--- config.mk ---
export PLATFORM = sky130hd
export DESIGN_NAME = lkv_ctrl
export DESIGN_NICKNAME = d
export VERILOG_FILES = /design/src/hw/rtl/lkv_pkg.sv /design/src/hw/rtl/lkv_ctrl.sv
export SDC_FILE = /design/constraint.sdc
export NUM_CORES = 1
export LEC_CHECK = 0
export ABC_AREA = 1
export BUFFER_PORTS_ARGS = -buffer_cell sky130_fd_sc_hd__buf_4
export CAP_MARGIN = 20
export CORE_AREA = 8 8 45 47
export CTS_CLUSTER_SIZE = 16
export DETAILED_ROUTE_END_ITERATION = 7
export DIE_AREA = 0 0 53 55
export SLEW_MARGIN = 40
export SYNTH_ARGS = -nofsm -noshare
export SYNTH_HDL_FRONTEND = slang
export SYNTH_SLANG_ARGS = --single-unit
--- constraint.sdc ---
create_clock -name i_clk -period 1.7 [get_ports i_clk]
set_clock_uncertainty 0.2 [all_clocks]
set_input_delay 0.17 -clock i_clk [delete_from_list [all_inputs] [get_ports i_clk]]
set_output_delay 0.17 -clock i_clk [all_outputs]
set_load 0.03 [all_outputs]
--- src/hw/rtl/lkv_pkg.sv ---
// ----------------------------------------------------------------------------
// lkv_pkg
// Shared types and constants for the LRU key/value cache: field widths,
// request codes, controller states and the command/status bundles.
// ----------------------------------------------------------------------------
package lkv_pkg;

    localparam int DATA_W      = 32;
    localparam int CAP_W       = 5;
    localparam int DEF_ENTRIES = 16;

    // capacity register value after reset
    localparam logic [CAP_W-1:0] CAP_RESET = 5'd16;

    // request codes
    localparam logic REQ_GET = 1'b0;
    localparam logic REQ_PUT = 1'b1;

    // value returned by a get that misses
    localparam logic [DATA_W-1:0] MISS_VALUE = '1;

    typedef enum logic [1:0] {
        ST_IDLE,
        ST_MATCH,
        ST_PICK,
        ST_UPDATE
    } t_state;

    // controller to datapath
    typedef struct packed {
        logic load;
        logic match;
        logic pick;
        logic commit;
    } t_cmd;

    // datapath to controller
    typedef struct packed {
        logic out_stall;
    } t_status;

endpackage

--- src/hw/rtl/lkv_ctrl.sv ---
// ----------------------------------------------------------------------------
// lkv_ctrl
// Sequencer of the cache: takes one request, then steps the datapath through
// compare, select and update, holding in update while the response slot is
// full.
// ----------------------------------------------------------------------------
module lkv_ctrl import lkv_pkg::*; (
    input  logic    i_clk,
    input  logic    i_rst_n,
    input  logic    i_req_valid,
    input  t_status i_status,
    output logic    o_req_ready,
    output t_cmd    o_cmd
);

    t_state r_state;
    t_state n_state;

    // state register
    always_ff @(posedge i_clk) begin
        if (!i_rst_n) begin
            r_state <= ST_IDLE;
        end else begin
            r_state <= n_state;
        end
    end

    // next state
    always_comb begin
        n_state = r_state;
        unique case (r_state)
            ST_IDLE: begin
                if (i_req_valid) n_state = ST_MATCH;
            end
            ST_MATCH: begin
                n_state = ST_PICK;
            end
            ST_PICK: begin
                n_state = ST_UPDATE;
            end
            ST_UPDATE: begin
                if (!i_status.out_stall) n_state = ST_IDLE;
            end
            default: begin
                n_state = ST_IDLE;
            end
        endcase
    end

    // outputs
    always_comb begin
        o_req_ready = 1'b0;
        o_cmd       = '0;
        unique case (r_state)
            ST_IDLE: begin
                o_req_ready = 1'b1;
                o_cmd.load  = i_req_valid;
            end
            ST_MATCH: begin
                o_cmd.match = 1'b1;
            end
            ST_PICK: begin
                o_cmd.pick = 1'b1;
            end
            ST_UPDATE: begin
                o_cmd.commit = !i_status.out_stall;
            end
            default: begin
                o_req_ready = 1'b0;
            end
        endcase
    end

endmodule

* Word-level counts from Yosys, hierarchy flattened
Cells that the tools add are included.
W data, S select, Z words.
** Word-level totals
- Register bits :: 2
- Input port bits :: 4
- Word-level logic and storage cells :: 17
** Operators by class
- Eq/ne operators :: 5
- Multiplexer cells :: 8
- Reduce and logical (&&, ||, !) cells :: 3
** Operators by type and width (number)
- $pmux W2 S4 :: 1
- $mux W1 :: 5
- $eq A2 B2 Y1 const B :: 2
- $mux W2 :: 2
- $ne A2 B2 Y1 const B :: 2
- $eq A2 B1 Y1 const B :: 1
- $logic_not A2 Y1 :: 1
- $reduce_and A2 Y1 :: 1
- $logic_not A1 Y1 :: 1

* Longest topological paths before layout
Gate-level depths: netlist of the first run.
- Depth after elaboration :: 3
- Gate-level depth with buffers :: 6
- Gate-level depth less buffers :: 6

* Worst setup path before layout of the first run
OpenSTA, ideal clock, no wires.
- Kind :: register to output
- From :: reg r_state[0]
- To :: out o_cmd[3] (netlist name)
- Data arrival time :: 1.068 ns
- Data required time :: 1.330 ns
- Setup slack :: 0.262 ns
- Stages on the path, launching flop included :: 5
- Path buffers :: 0
- Path through :: dfxtp_1 > inv_1 > ha_1 > nand2_1 > inv_1
** RTL lines
- start: declaration :: RTL line lkv_ctrl.sv:16 : t_state r_state;
- start signal: assignment :: RTL line lkv_ctrl.sv:24 : r_state <= n_state;
- end: declaration :: RTL line lkv_ctrl.sv:13 : output t_cmd o_cmd

==> flow_results.org, run 1 <==
** Die
- Die area :: 2920 µm²
- The initial utilization of the core area, before any placement, comes to 0.123.
- The core region is between 1000 and 1500 µm².
- The floorplan step set the die width to approximately 53 µm.
- For this design the top-level I/O count stands at 9.
- The die is around 55 µm tall.
- FP Rows :: 14

** Clock tree
- Number of buffers inserted during clock tree synthesis :: 3
- Clk slew on worst S/H paths :: 0.03 ns
- Number of clock sinks :: 2
- The longest clock path from root to sink contains 2 buffers.
- CTS built an H-tree with a depth of 1.
- The tree is rooted in a sky130_fd_sc_hd__clkbuf_4.
- Clock insertion delay at the later pin of the skew report :: between 0.2 and 0.25 ns
- Post-cts resize count :: 0
- Buffers added to address setup during post-CTS repair amount to 0.
- CTS tree :: yes

** GRT
- The via count of the first global-routing pass came to 188.
- Entering global routing, the biggest net connects 5 pins.
- Number of antenna violations at the first check in global routing :: 0
- Remaining Overflow, GRT :: 0
- Global-route wire length before repair :: between 600 and 700 µm
- Global-route usage over all layers :: 0.0382

** Worst setup path
- Critical Path Fanout Max :: 4
- STA classifies the critical path startpoint as a flip-flop.
- Data on the critical path is required at its endpoint by about 1.3 ns.
- Measured in cells, the most critical reg-to-reg path has a length of 6.
- STA puts the critical path data arrival time at roughly 1.2 ns.
- Crit end category :: primary output
- The critical path is of the reg2out type.

** Timing
- Max-slew headroom at the worst pin :: 0.904
- Hold timing on the final database bottoms out at a slack of ~0.10 ns.
- Tmin final :: about 1.5 ns
- Setup repair after global routing missed its margin :: false
- For the pin with the worst max-slew slack, the measured transition is roughly 0.14 ns.
- Setup total negative slack on the finished layout was measured at 0 ns.
- Max Transition Viols Final :: 0
- For this run, the top clock speed supported by timing is ~0.65 GHz.
- Part of the cycle the worst path needs :: 0.907
- The hold violation count in the final report came to 0.
- Setup violations remaining at the end of the flow were counted as 0.

** Route
- Via total after detailed routing :: 185
- Dividing the detail-routed via count by the number of cells gives 3.49.
- Number of DRC markers after the initial detailed-route iteration :: 0
- Antenna viol nets, final :: 0
- In the routed design, unresolved DRC markers number 0.
- Routed len/inst :: a little under 8 µm
- The routed design has about 410 µm of wire.
- Detailed Routing Iterations Pass 1 :: 1

** Logic synthesis
- Synth Cell Area :: around 170 µm²
- A synthesized cell averages between 6 and 7 µm².
- Number of cells produced by synthesis :: 25
- Flop and latch count out of synthesis :: 2
- Counting distinct cell types in the post-synthesis netlist gives 8.
- For this run, the number of Yosys warnings is 0.
- Post-Syn Nets :: 33
- Register area share after synthesis :: 0.235

** Finish
- From synthesis to final layout, the design area changed by 66.2%.
- The net count of the finished layout is between 40 and 50.
- Antenna cells :: 0
- r_state holds more flip-flops than any other register.
- Of the cells placed in the final design, the portion with a size suffix greater than 1 is 0.351.
- Biggest regs :: r_state: 2 flops
- The register with the most flip-flops in the layout has 2 of them.

** Power and ir drop
- Largest vdd supply drop :: ~0.28 mV
- Total leakage power :: 0.158 nW
- Total power density per cell area :: 1810 nW/µm²

** Run status
- The flow ran to the end, and the final reports show no timing, DRC or antenna violations.

** Placement
- Estimated wirelength of the detail-placed design :: 320 µm
- In this run the tool buffered the top-level ports with 8 buffer cells.
- The congestion estimate from routability-driven global placement came to about 0.64.

** Min path
- The path class of the tightest hold or removal check is in2reg.
- The worst hold path was traced through 5 stages.

** Flow run
- The tool flagged a number of max-cap violations equal to 0.
[metal layers]
layer / routed length (µm) / part of all wire / GRT usage
met5: 0 / 0 / 0
met4: 0 / 0 / 0.0517
met3: 68 / 0.17 / 0.0428
met2: 178 / 0.43 / 0.0508
met1: 165 / 0.40 / 0.0242
[through the flow]
step	instance area [µm²]	instances	util	setup slack [ns]	total power [W]
floorplan	170	25	-	0.262	0.000320
global placement	250	49	0.181	0.393	0.000407
detailed placement	250	49	0.181	0.396	0.000408
CTS	283	53	0.204	0.151	0.000525
global route	283	53	0.204	0.0768	0.000566
finish	283	53	0.204	0.159	0.000513
[cell families after synthesis]
family                     count (synthesis)  share of synthesized area
buffers and inverters                      6                      0.132
adders and majority gates                  4                      0.294
and+or+nand+nor                           11                      0.279
AOI/OAI and AO/OA                          2                     0.0588
DFF                                        2                      0.235
[Yosys cell counts, drive strengths merged]
cell type | number | area share
inv | 6 | 0.13
dfxtp | 2 | 0.24
nand3 | 1 | 0.029
nand2 | 6 | 0.16
nor2 | 4 | 0.088
ha | 4 | 0.29
a21oi | 2 | 0.059
[worst max-delay path, cell delays in order (launching register included)]
cell                      delay (ns)
sky130_fd_sc_hd__dfxtp_1        0.37
sky130_fd_sc_hd__inv_1          0.08
sky130_fd_sc_hd__ha_1           0.24
sky130_fd_sc_hd__nand2_1        0.07
sky130_fd_sc_hd__inv_1          0.03
sky130_fd_sc_hd__buf_4          0.15
[final timing paths]
check	from	endpoint	slack [ns]
setup / recovery	r_state[0]	o_cmd[3]	0.16
hold / removal	i_req_valid	r_state[0]	0.10
setup reg to reg	r_state[0]	r_state[0]	0.42
hold reg to reg	r_state[0]	r_state[0]	0.34
[placed cells by master (no fill, tap or decap), drive strengths merged]
cell type / n
clkbuf: 3
a21oi: 2
nor2: 4
nand2: 6
dfxtp: 2
nand3: 1
inv: 6
buf: 8
dlygate4sd3: 1
ha: 4
[area by class of cell]
| type | instances | area [µm²] |
|---|---|---|
| Timing Repair Buffer | 9 | 70.1 |
| Clock buffer | 3 | 22.5 |
| Multi-Input combinational cell | 17 | 108 |
| Tap cell | 16 | 20.0 |
| Sequential cell | 2 | 40.0 |
| Inverter | 6 | 22.5 |
| Fill cell | 160 | 1100 |
[what timing repair did]
action / 4_1_cts / 5_1_grt
endpoints found under the hold margin: 2 / 0
hold buffers: 1 / 0
setup endpoints to repair: 0 / 0
[power breakdown]
group / total [W] / internal (W) / switching (W)
logic: 0.000318 / 0.000121 / 0.000197
registers: 0.0000888 / 0.0000679 / 0.0000210
clock network: 0.000106 / 0.0000780 / 0.0000279
total: 0.000513 / 0.000266 / 0.000246
No activity file was read; power rests on OpenSTA's default activity.
==> inputs of run 2 (changes only) <==
- ABC_AREA: 1 -> unset
- CORE_AREA: 8 8 45 47 -> 5 5 42 44
- DIE_AREA: 0 0 53 55 -> 0 0 47 49
==> run 2 against run 1 <==
  * Die area down 21%
  * Sequential power down 6.9%
  * Clock-buffer cell count unchanged
  * Largest cell class unchanged
==> flow_results.org, run 2 <==
** Route
- Total routed wirelength :: 354 µm (-14%)
- Detailed Routing Iterations Pass 1 :: 1 (unchanged)
- The count of nets left with antenna violations after detail routing came to 0 (unchanged).
- The average routed wire per standard cell was 7.87 µm (+1.4%).
- Number of DRC markers after the initial detailed-route iteration :: 0 (unchanged)
- The post-detailed-route DRC marker count is 0 (unchanged).
- Average via count per standard cell :: 3.40 (-2.6%)
- Via total after detailed routing :: 153 (-17%)

** Finish
- Share of cells above drive strength 1 :: 0.448 (+0.0969)
- The number of nets in the layout is 39 (-17%).
- The summed area of non-filler cells in the final layout is 278 µm² (-1.8%).
- The library cell used most frequently in the layout, excluding fill and tap cells, is sky130_fd_sc_hd__buf_4.
- The area growth from synthesis to layout is 68.2%.
- The largest registers in the layout are r_state: 2 flops.
- The sequential standard cell area was 40.0 µm² (unchanged).
- Number of flip-flops in the largest register :: 2 (unchanged)
- Commonest cells after routing, fill and taps aside :: sky130_fd_sc_hd__buf_4, sky130_fd_sc_hd__ha_1, sky130_fd_sc_hd__inv_1, sky130_fd_sc_hd__clkbuf_4
- Filler cell count :: 166 (+3.8%)
- The antenna diode instance count was 0 (unchanged).
- r_state holds more flip-flops than any other register.
- Multi-input gate area :: 114 µm² (+5.8%)

** Worst setup path
- Number of buffers and inverters on the critical path :: 2 (-1)
- The required time at the endpoint of the critical path is 1.33 ns (about the same).
- The critical path data arrival time was 1.22 ns (+0.05 ns).
- Kind of start point of the critical path :: flip-flop
- Crit-path slowest cell :: sky130_fd_sc_hd__dfxtp_1
- Cell chain of the critical path :: inv_1 -> ha_1 -> and2_1 -> buf_4
- The critical path is of the reg2out type.
- The largest incremental delay on the critical path was 0.37 ns (about the same).
- The worst setup path is captured at a primary output.
- Cell type group with the largest total delay on the critical path :: flip-flops
- Critical Path Fanout Max :: 4 (unchanged)

** Logic synthesis
- By area the synthesized netlist is led by sky130_fd_sc_hd__ha_1, sky130_fd_sc_hd__dfxtp_1, sky130_fd_sc_hd__a22oi_2.
- Post-Syn Nets :: 25 (-24%)
- The gate count after technology mapping is 17 (-32%).
- Synth Cell Area :: 165 µm² (-2.9%)
- Flop and latch count out of synthesis :: 2 (unchanged)
- Area share of the largest cell type after synthesis :: 0.303 (+0.00891)
- The warning count from the yosys run is 0 (unchanged).
- Among all flip-flop cells after synthesis, the most frequent one is sky130_fd_sc_hd__dfxtp_1.
- Average size of a mapped cell :: 9.72 µm² (+43%)
- Largest area contributor in the netlist :: sky130_fd_sc_hd__ha_1
- Leading cell types by count after synthesis :: sky130_fd_sc_hd__ha_1, sky130_fd_sc_hd__inv_1, sky130_fd_sc_hd__dfxtp_1, sky130_fd_sc_hd__nand2_1
- The count of unique library cells instantiated by Yosys came to 10 (+2).
- The sequential fraction of the synthesis area came to 0.242 (+0.00713).
- The number of enable flip-flop cells after synthesis is 0 (unchanged).
- sky130_fd_sc_hd__ha_1 is the most common cell in the netlist.
- The share of flip-flops with an asynchronous set or reset came to 0 (unchanged).

** Clock tree
- The number of gates resized after CTS is 0 (unchanged).
- The TritonCTS sink count is 2 (unchanged).
- TritonCTS built the clock tree.
- Clock tree root driver cell :: sky130_fd_sc_hd__clkbuf_4
- Number of buffers on the longest clock path :: 2 (unchanged)
- Number of buffers inserted during clock tree synthesis :: 3 (unchanged)
- The H-tree depth was 1 (unchanged).
- Clk slew on worst S/H paths :: 0.03 ns (about the same)
- Clock insertion delay at the later pin of the skew report :: 0.22 ns (about the same)
- Number of buffers inserted by post-CTS setup repair :: 0 (unchanged)

** Timing
- Max-slew headroom at the worst pin :: 0.876 (-0.0283)
- Setup repair after global routing missed its margin :: false
- Max Transition Viols Final :: 0 (unchanged)
- The count of final setup violators came to 0 (unchanged).
- The slew at the pin closest to its max-slew limit came to 0.186 ns (+0.0425 ns).
- Hold Fails Final Rpt :: 0 (unchanged)
- The clock period minus worst slack is 1.59 ns (+0.0452 ns).
- Upper clock frequency limit :: 0.630 GHz (-2.9%)
- The worst hold slack was 0.0996 ns (-0.00455 ns).
- The post-route clock period utilization was 0.933 (+0.0266).
- The setup TNS is 0 ns (unchanged).

** Flow run
- The reported max-cap violation count was 0 (unchanged).

** Die
- Die area :: 2300 µm² (-21%)
- The number of primary I/O pins was 9 (unchanged).
- Die Span Y :: 49 µm (-11%)
- The site row count was 14 (unchanged).
- The width of the die came to 47 µm (-11%).
- The starting density of the core is 0.118 (-0.00511).
- Core Footprint :: 1400 µm² (+1.3%)

** Run status
- The run finished with clean final reports.

** Min path
- The tightest min-delay check is of the in2reg type.

** Power and ir drop
- The logic gate share of total power is 0.584 (-0.036).
- The sequential fraction of design power was 0.185 (+0.012).
- The power per standard cell area was 1610 nW/µm² (-11%).
- The internal power is 0.000252 W (-5.3%).
- The proportion of total power due to net switching was 0.436 (-0.0443).
- Largest vdd supply drop :: 0.400 mV (+41%)
- The power share of the clock group came to 0.231 (+0.024).
- Reported net switching power :: 0.000195 W (-21%)
- Total leakage power :: 0.151 nW (-4.7%)

** GRT
- Remaining Overflow, GRT :: 0 (unchanged)
- Largest net degree at the start of global routing :: 5 (unchanged)
- Number of antenna violations at the first check in global routing :: 0 (unchanged)
- Global-route usage over all layers :: 0.0352 (-0.00305)
- Via count of the first global-routing pass :: 142 (-24%)
- The global-route wire length before repair was 538 µm (-20%).

** Placement
- The number of I/O port buffers came to 8 (unchanged).
- The routability congestion estimate is 0.621 (-3.2%).
- The post-placement cell area came to 245 µm² (-2.0%).
- Estimated wirelength of the detail-placed design :: 281 µm (-12%)
## run 2: layout make-up
cell class                 count  share of cell area
multi-input combinational     12               0.410
inverter                       3              0.0405
tap                           16              0.0721
sequential                     2               0.144
timing repair buffer           9               0.252
clock buffer                   3              0.0811
## run 2: path summary, 6_finish.rpt
kind	from	to	slack, ns	cells past startpoint
hold reg to reg	r_state[1]	r_state[1]	0.31	2
setup reg to reg	r_state[0]	r_state[0]	0.29	4
setup / recovery	r_state[0]	o_cmd[3]	0.11	4
hold / removal	i_status	r_state[1]	0.1	3
## run 2: repair_timing
action | in CTS | in global routing
endpoints found under the setup margin | 0 | 0
endpoints found under the hold margin | 1 | 0
hold buffers | 1 | 0
## run 2: worst reg2reg max path, cell delays in order, from the launching register on
cell	delay [ns]
sky130_fd_sc_hd__dfxtp_1	0.37
sky130_fd_sc_hd__inv_1	0.08
sky130_fd_sc_hd__ha_1	0.24
sky130_fd_sc_hd__a211o_1	0.28
sky130_fd_sc_hd__o211a_1	0.12
## run 2: layer usage
layer  GRT usage  part of all wire  vias to the layer above
met5           0                 0                        -
met4      0.0276                 0                        0
met3      0.0332              0.18                        0
met2      0.0339              0.33                       10
met1      0.0438              0.49                       62
li1            -                 -                       81
## run 2: cell families (layout without fill, tap and decap cells)
group           count (synthesis)  after routing  share of synthesized area
mux                             1              1                     0.0606
buf+inv                         3             15                     0.0682
flops                           2              2                      0.242
simple gates                    4              4                      0.136
compound gates                  3              3                      0.189
fa+ha+maj                       4              4                      0.303
## run 2: per-stage QoR
step	setup slack (ns)	std cells	total power (W)	utilization
2_1_floorplan	0.201	17	0.000270	-
3_3_place_gp	0.298	41	0.000346	0.175
3_5_place_dp	0.295	41	0.000348	0.175
4_1_cts	0.0979	45	0.000460	0.198
5_1_grt	0.0140	45	0.000484	0.198
6_report	0.113	45	0.000447	0.198
## run 2: power by group through the flow
stage / clock network, W / registers, W / logic (W)
after floorplan: 0 / 0.0000792 / 0.000190
after global placement: 0 / 0.0000837 / 0.000262
after detailed placement: 0 / 0.0000838 / 0.000264
after CTS: 0.000110 / 0.0000834 / 0.000266
after global routing: 0.000113 / 0.0000879 / 0.000283
final: 0.000103 / 0.0000827 / 0.000261
==> inputs of run 3 (changes only) <==
- CELL_PAD_IN_SITES_DETAIL_PLACEMENT: unset -> 0
- CELL_PAD_IN_SITES_GLOBAL_PLACEMENT: unset -> 1
- PLACE_DENSITY_LB_ADDON: unset -> 0.1
- clock period: 1.7 -> 1.5 ns (I/O delays scaled with it)
==> run 3 against run 2 <==
  * Critical path depth fell by 1
  * Clock power up 13%
  * Final area increased by 6.3%
  * Largest cell class unchanged
  * Routed wire length is 18% higher
  * First-iteration DRC count grew 1
  * Cell count unchanged
  * Critical path type unchanged
  * Setup slack got worse by 0.061 ns
  * Die area is the same
  * Worst hold slack got worse by 0.026 ns
  * Via count is 0.65% higher
==> flow_results.org, run 3 (synthesized netlist as in run 2, its figures left out) <==
** Route
- The via count came to 154 (+0.65%).
- Number of DRC markers after the initial detailed-route iteration :: 1 (+1)
- Count of unresolved DRC violations after routing :: 0 (unchanged)
- Routed len/inst :: 9.31 µm (+18%)
- The ratio of routed vias to standard cells is 3.42 (+0.65%).
- The count of nets left with antenna violations after detail routing was 0 (unchanged).
- The final routed wirelength across all metal layers came to 419 µm (+18%).
- Detailed Routing Iterations Pass 1 :: 2 (+1)

** Finish
- The register with the most flip-flops in the final layout is r_state.
- Finished Core Util :: 0.211 (+0.0125)
- Filler cell count :: 176 (+6.0%)
- Layout-stage area growth over the synthesis result :: 78.8%
- Most common cell after layout, fill and taps aside :: sky130_fd_sc_hd__buf_4
- The library cells used most frequently in the layout, excluding fill and tap cells, are sky130_fd_sc_hd__buf_4, sky130_fd_sc_hd__clkbuf_4.
- The share of post-route cells with drive strength above 1 is 0.655 (+0.207).
- Antenna cells :: 0 (unchanged)
- Biggest regs :: r_state: 2 flops
- The number of nets in the layout came to 39 (unchanged).
- The number of flip-flops under the largest register name is 2 (unchanged).

** Worst setup path
- The critical path is of the reg2out type.
- The required time at the endpoint of the critical path came to 1.15 ns (-0.18 ns).
- Register-to-register path setup slack :: 0.21 ns (-0.08 ns)
- Cell count of the worst reg-to-reg path :: 4 (unchanged)
- Worst R2R End :: r_state[0]
- Crit end category :: primary output
- RR Startpoint :: r_state[0]
- WP data arrival :: 1.10 ns (-0.12 ns)
- Kind of start point of the critical path :: flip-flop
- The maximum net fanout on the critical path is 4 (unchanged).

** Die
- The number of primary I/O pins came to 9 (unchanged).
- Die area :: 2300 µm² (unchanged)
- The width of the die is 47 µm (unchanged).
- Die Span Y :: 49 µm (unchanged)
- The site row count is 14 (unchanged).
- The core region area is 1400 µm² (unchanged).
- The starting density of the core came to 0.118 (unchanged).

** Timing
- Based on the critical path, the design can be clocked at up to 0.691 GHz.
- Tmin final :: roughly 1.4 ns
- Least-Margin Pin Slew :: 0.186 ns (-0.000699 ns)
- Max-slew headroom at the worst pin :: 0.876 (about the same)
- Hold Fails Final Rpt :: 0 (unchanged)
- Setup repair after global routing missed its margin :: false
- Final total negative setup slack :: 0 ns (unchanged)
- Part of the cycle the worst path needs :: 0.965
- The count of final setup violators came to 0 (unchanged).
- The max-slew violation count came to 0 (unchanged).

** Power and ir drop
- The power per standard cell area was 1890 nW/µm² (+17%).
- Total leakage power :: 0.150 nW (-0.76%)
- Final Power :: 0.000557 W (+25%)
- Largest vdd supply drop :: 0.527 mV (+32%)

** GRT
- Remaining Overflow, GRT :: 0 (unchanged)
- The via count of the first global-routing pass is 168 (+18%).
- The global-route usage over all layers was 0.0443 (+0.00914).
- Global-route wire length before repair :: 683 µm (+27%)
- The maximum number of pins on one net before global-route repair was 5 (unchanged).
- Number of antenna violations at the first check in global routing :: 0 (unchanged)

** Placement
- The half-perimeter wire length after placement was 350 µm (+25%).
- The routability congestion estimate is 0.634 (+2.1%).
- The number of I/O port buffers was 8 (unchanged).

** Min path
- The path class of the tightest hold or removal check is in2reg.
- In this run the most critical hold path is launched from i_status.
- The cell depth of the worst min-delay path is 3 (unchanged).
- Worst hold endpoint :: r_state[1]

** Clock tree
- The clock network latency to the later pin of the worst-skew pair is 0.22 ns (about the same).
- The H-tree depth is 1 (unchanged).
- Clk slew on worst S/H paths :: 0.03 ns (about the same)
- The TritonCTS sink count came to 2 (unchanged).
- Number of buffers on the longest clock path :: 2 (unchanged)
- Clock tree root driver cell :: sky130_fd_sc_hd__clkbuf_4
- Number of buffers inserted during clock tree synthesis :: 3 (unchanged)
- TritonCTS built the clock tree.

** Flow run
- Max_cap viols :: 0 (unchanged)

** Run status
- The flow ran to the end, and the final reports show no timing, DRC or antenna violations.
## run 3: timing repair
item                                    in CTS  in global routing
gates resized for setup                      3                  4
hold buffers                                 1                  0
setup buffers                                0                  0
endpoints found under the setup margin       2                  2
endpoints found under the hold margin        1                  0
## run 3: how the worst max path moves through the flow
| stage | end | cells after the start | slack (ns) | from |
|---|---|---|---|---|
| after floorplan | o_cmd[3] | 3 | 0.02 | r_state[0] |
| after global placement | r_state[0] | 4 | 0.1 | r_state[0] |
| after detailed placement | r_state[0] | 4 | 0.08 | r_state[0] |
| after CTS | o_cmd[0] | 3 | 0.002 | r_state[0] |
| after global routing | o_cmd[3] | 4 | 0.02 | r_state[1] |
| final | o_cmd[0] | 3 | 0.05 | r_state[0] |
## run 3: area by class of cell
type                    count  area, µm²  share of cell area
clock buffers               3       22.5              0.0763
inverters                   3       11.3              0.0381
multi-input cells          12        129               0.436
flip-flops and latches      2       42.5               0.144
well taps                  16       20.0              0.0678
repair buffers              9       70.1               0.237
## run 3: metal layers
layer	GRT usage	vias to the layer above	wire length [µm]	share of wire
met5	0	-	0	0
met4	0.0553	0	0	0
met3	0.0148	0	62	0.15
met2	0.0452	8	181	0.43
met1	0.0591	66	175	0.42
li1	-	80	-	-
## run 3: report_power, final
group          internal (W)  total (W)  switching, W  leakage (nW)
logic              0.000153   0.000339      0.000186         0.119
clock network     0.0000880   0.000116     0.0000278        0.0138
registers         0.0000780   0.000103     0.0000247        0.0172
## run 3: through the flow
step | hold WS [ns] | cell area [µm²] | instances | worst slack [ns]
after CTS | 0.0690 | 283 | 45 | 0.00154
final | 0.0738 | 295 | 45 | 0.0528
after floorplan | 0.0834 | 165 | 17 | 0.0214
after detailed placement | 0.220 | 245 | 41 | 0.0772
after global placement | 0.207 | 245 | 41 | 0.0984
after global routing | 0.0956 | 295 | 45 | 0.0156
## run 3: critical path: stages, from the launching register on
cell                      delay (ns)
sky130_fd_sc_hd__dfxtp_2        0.33
sky130_fd_sc_hd__ha_2           0.20
sky130_fd_sc_hd__and2b_2        0.19
sky130_fd_sc_hd__buf_4          0.16
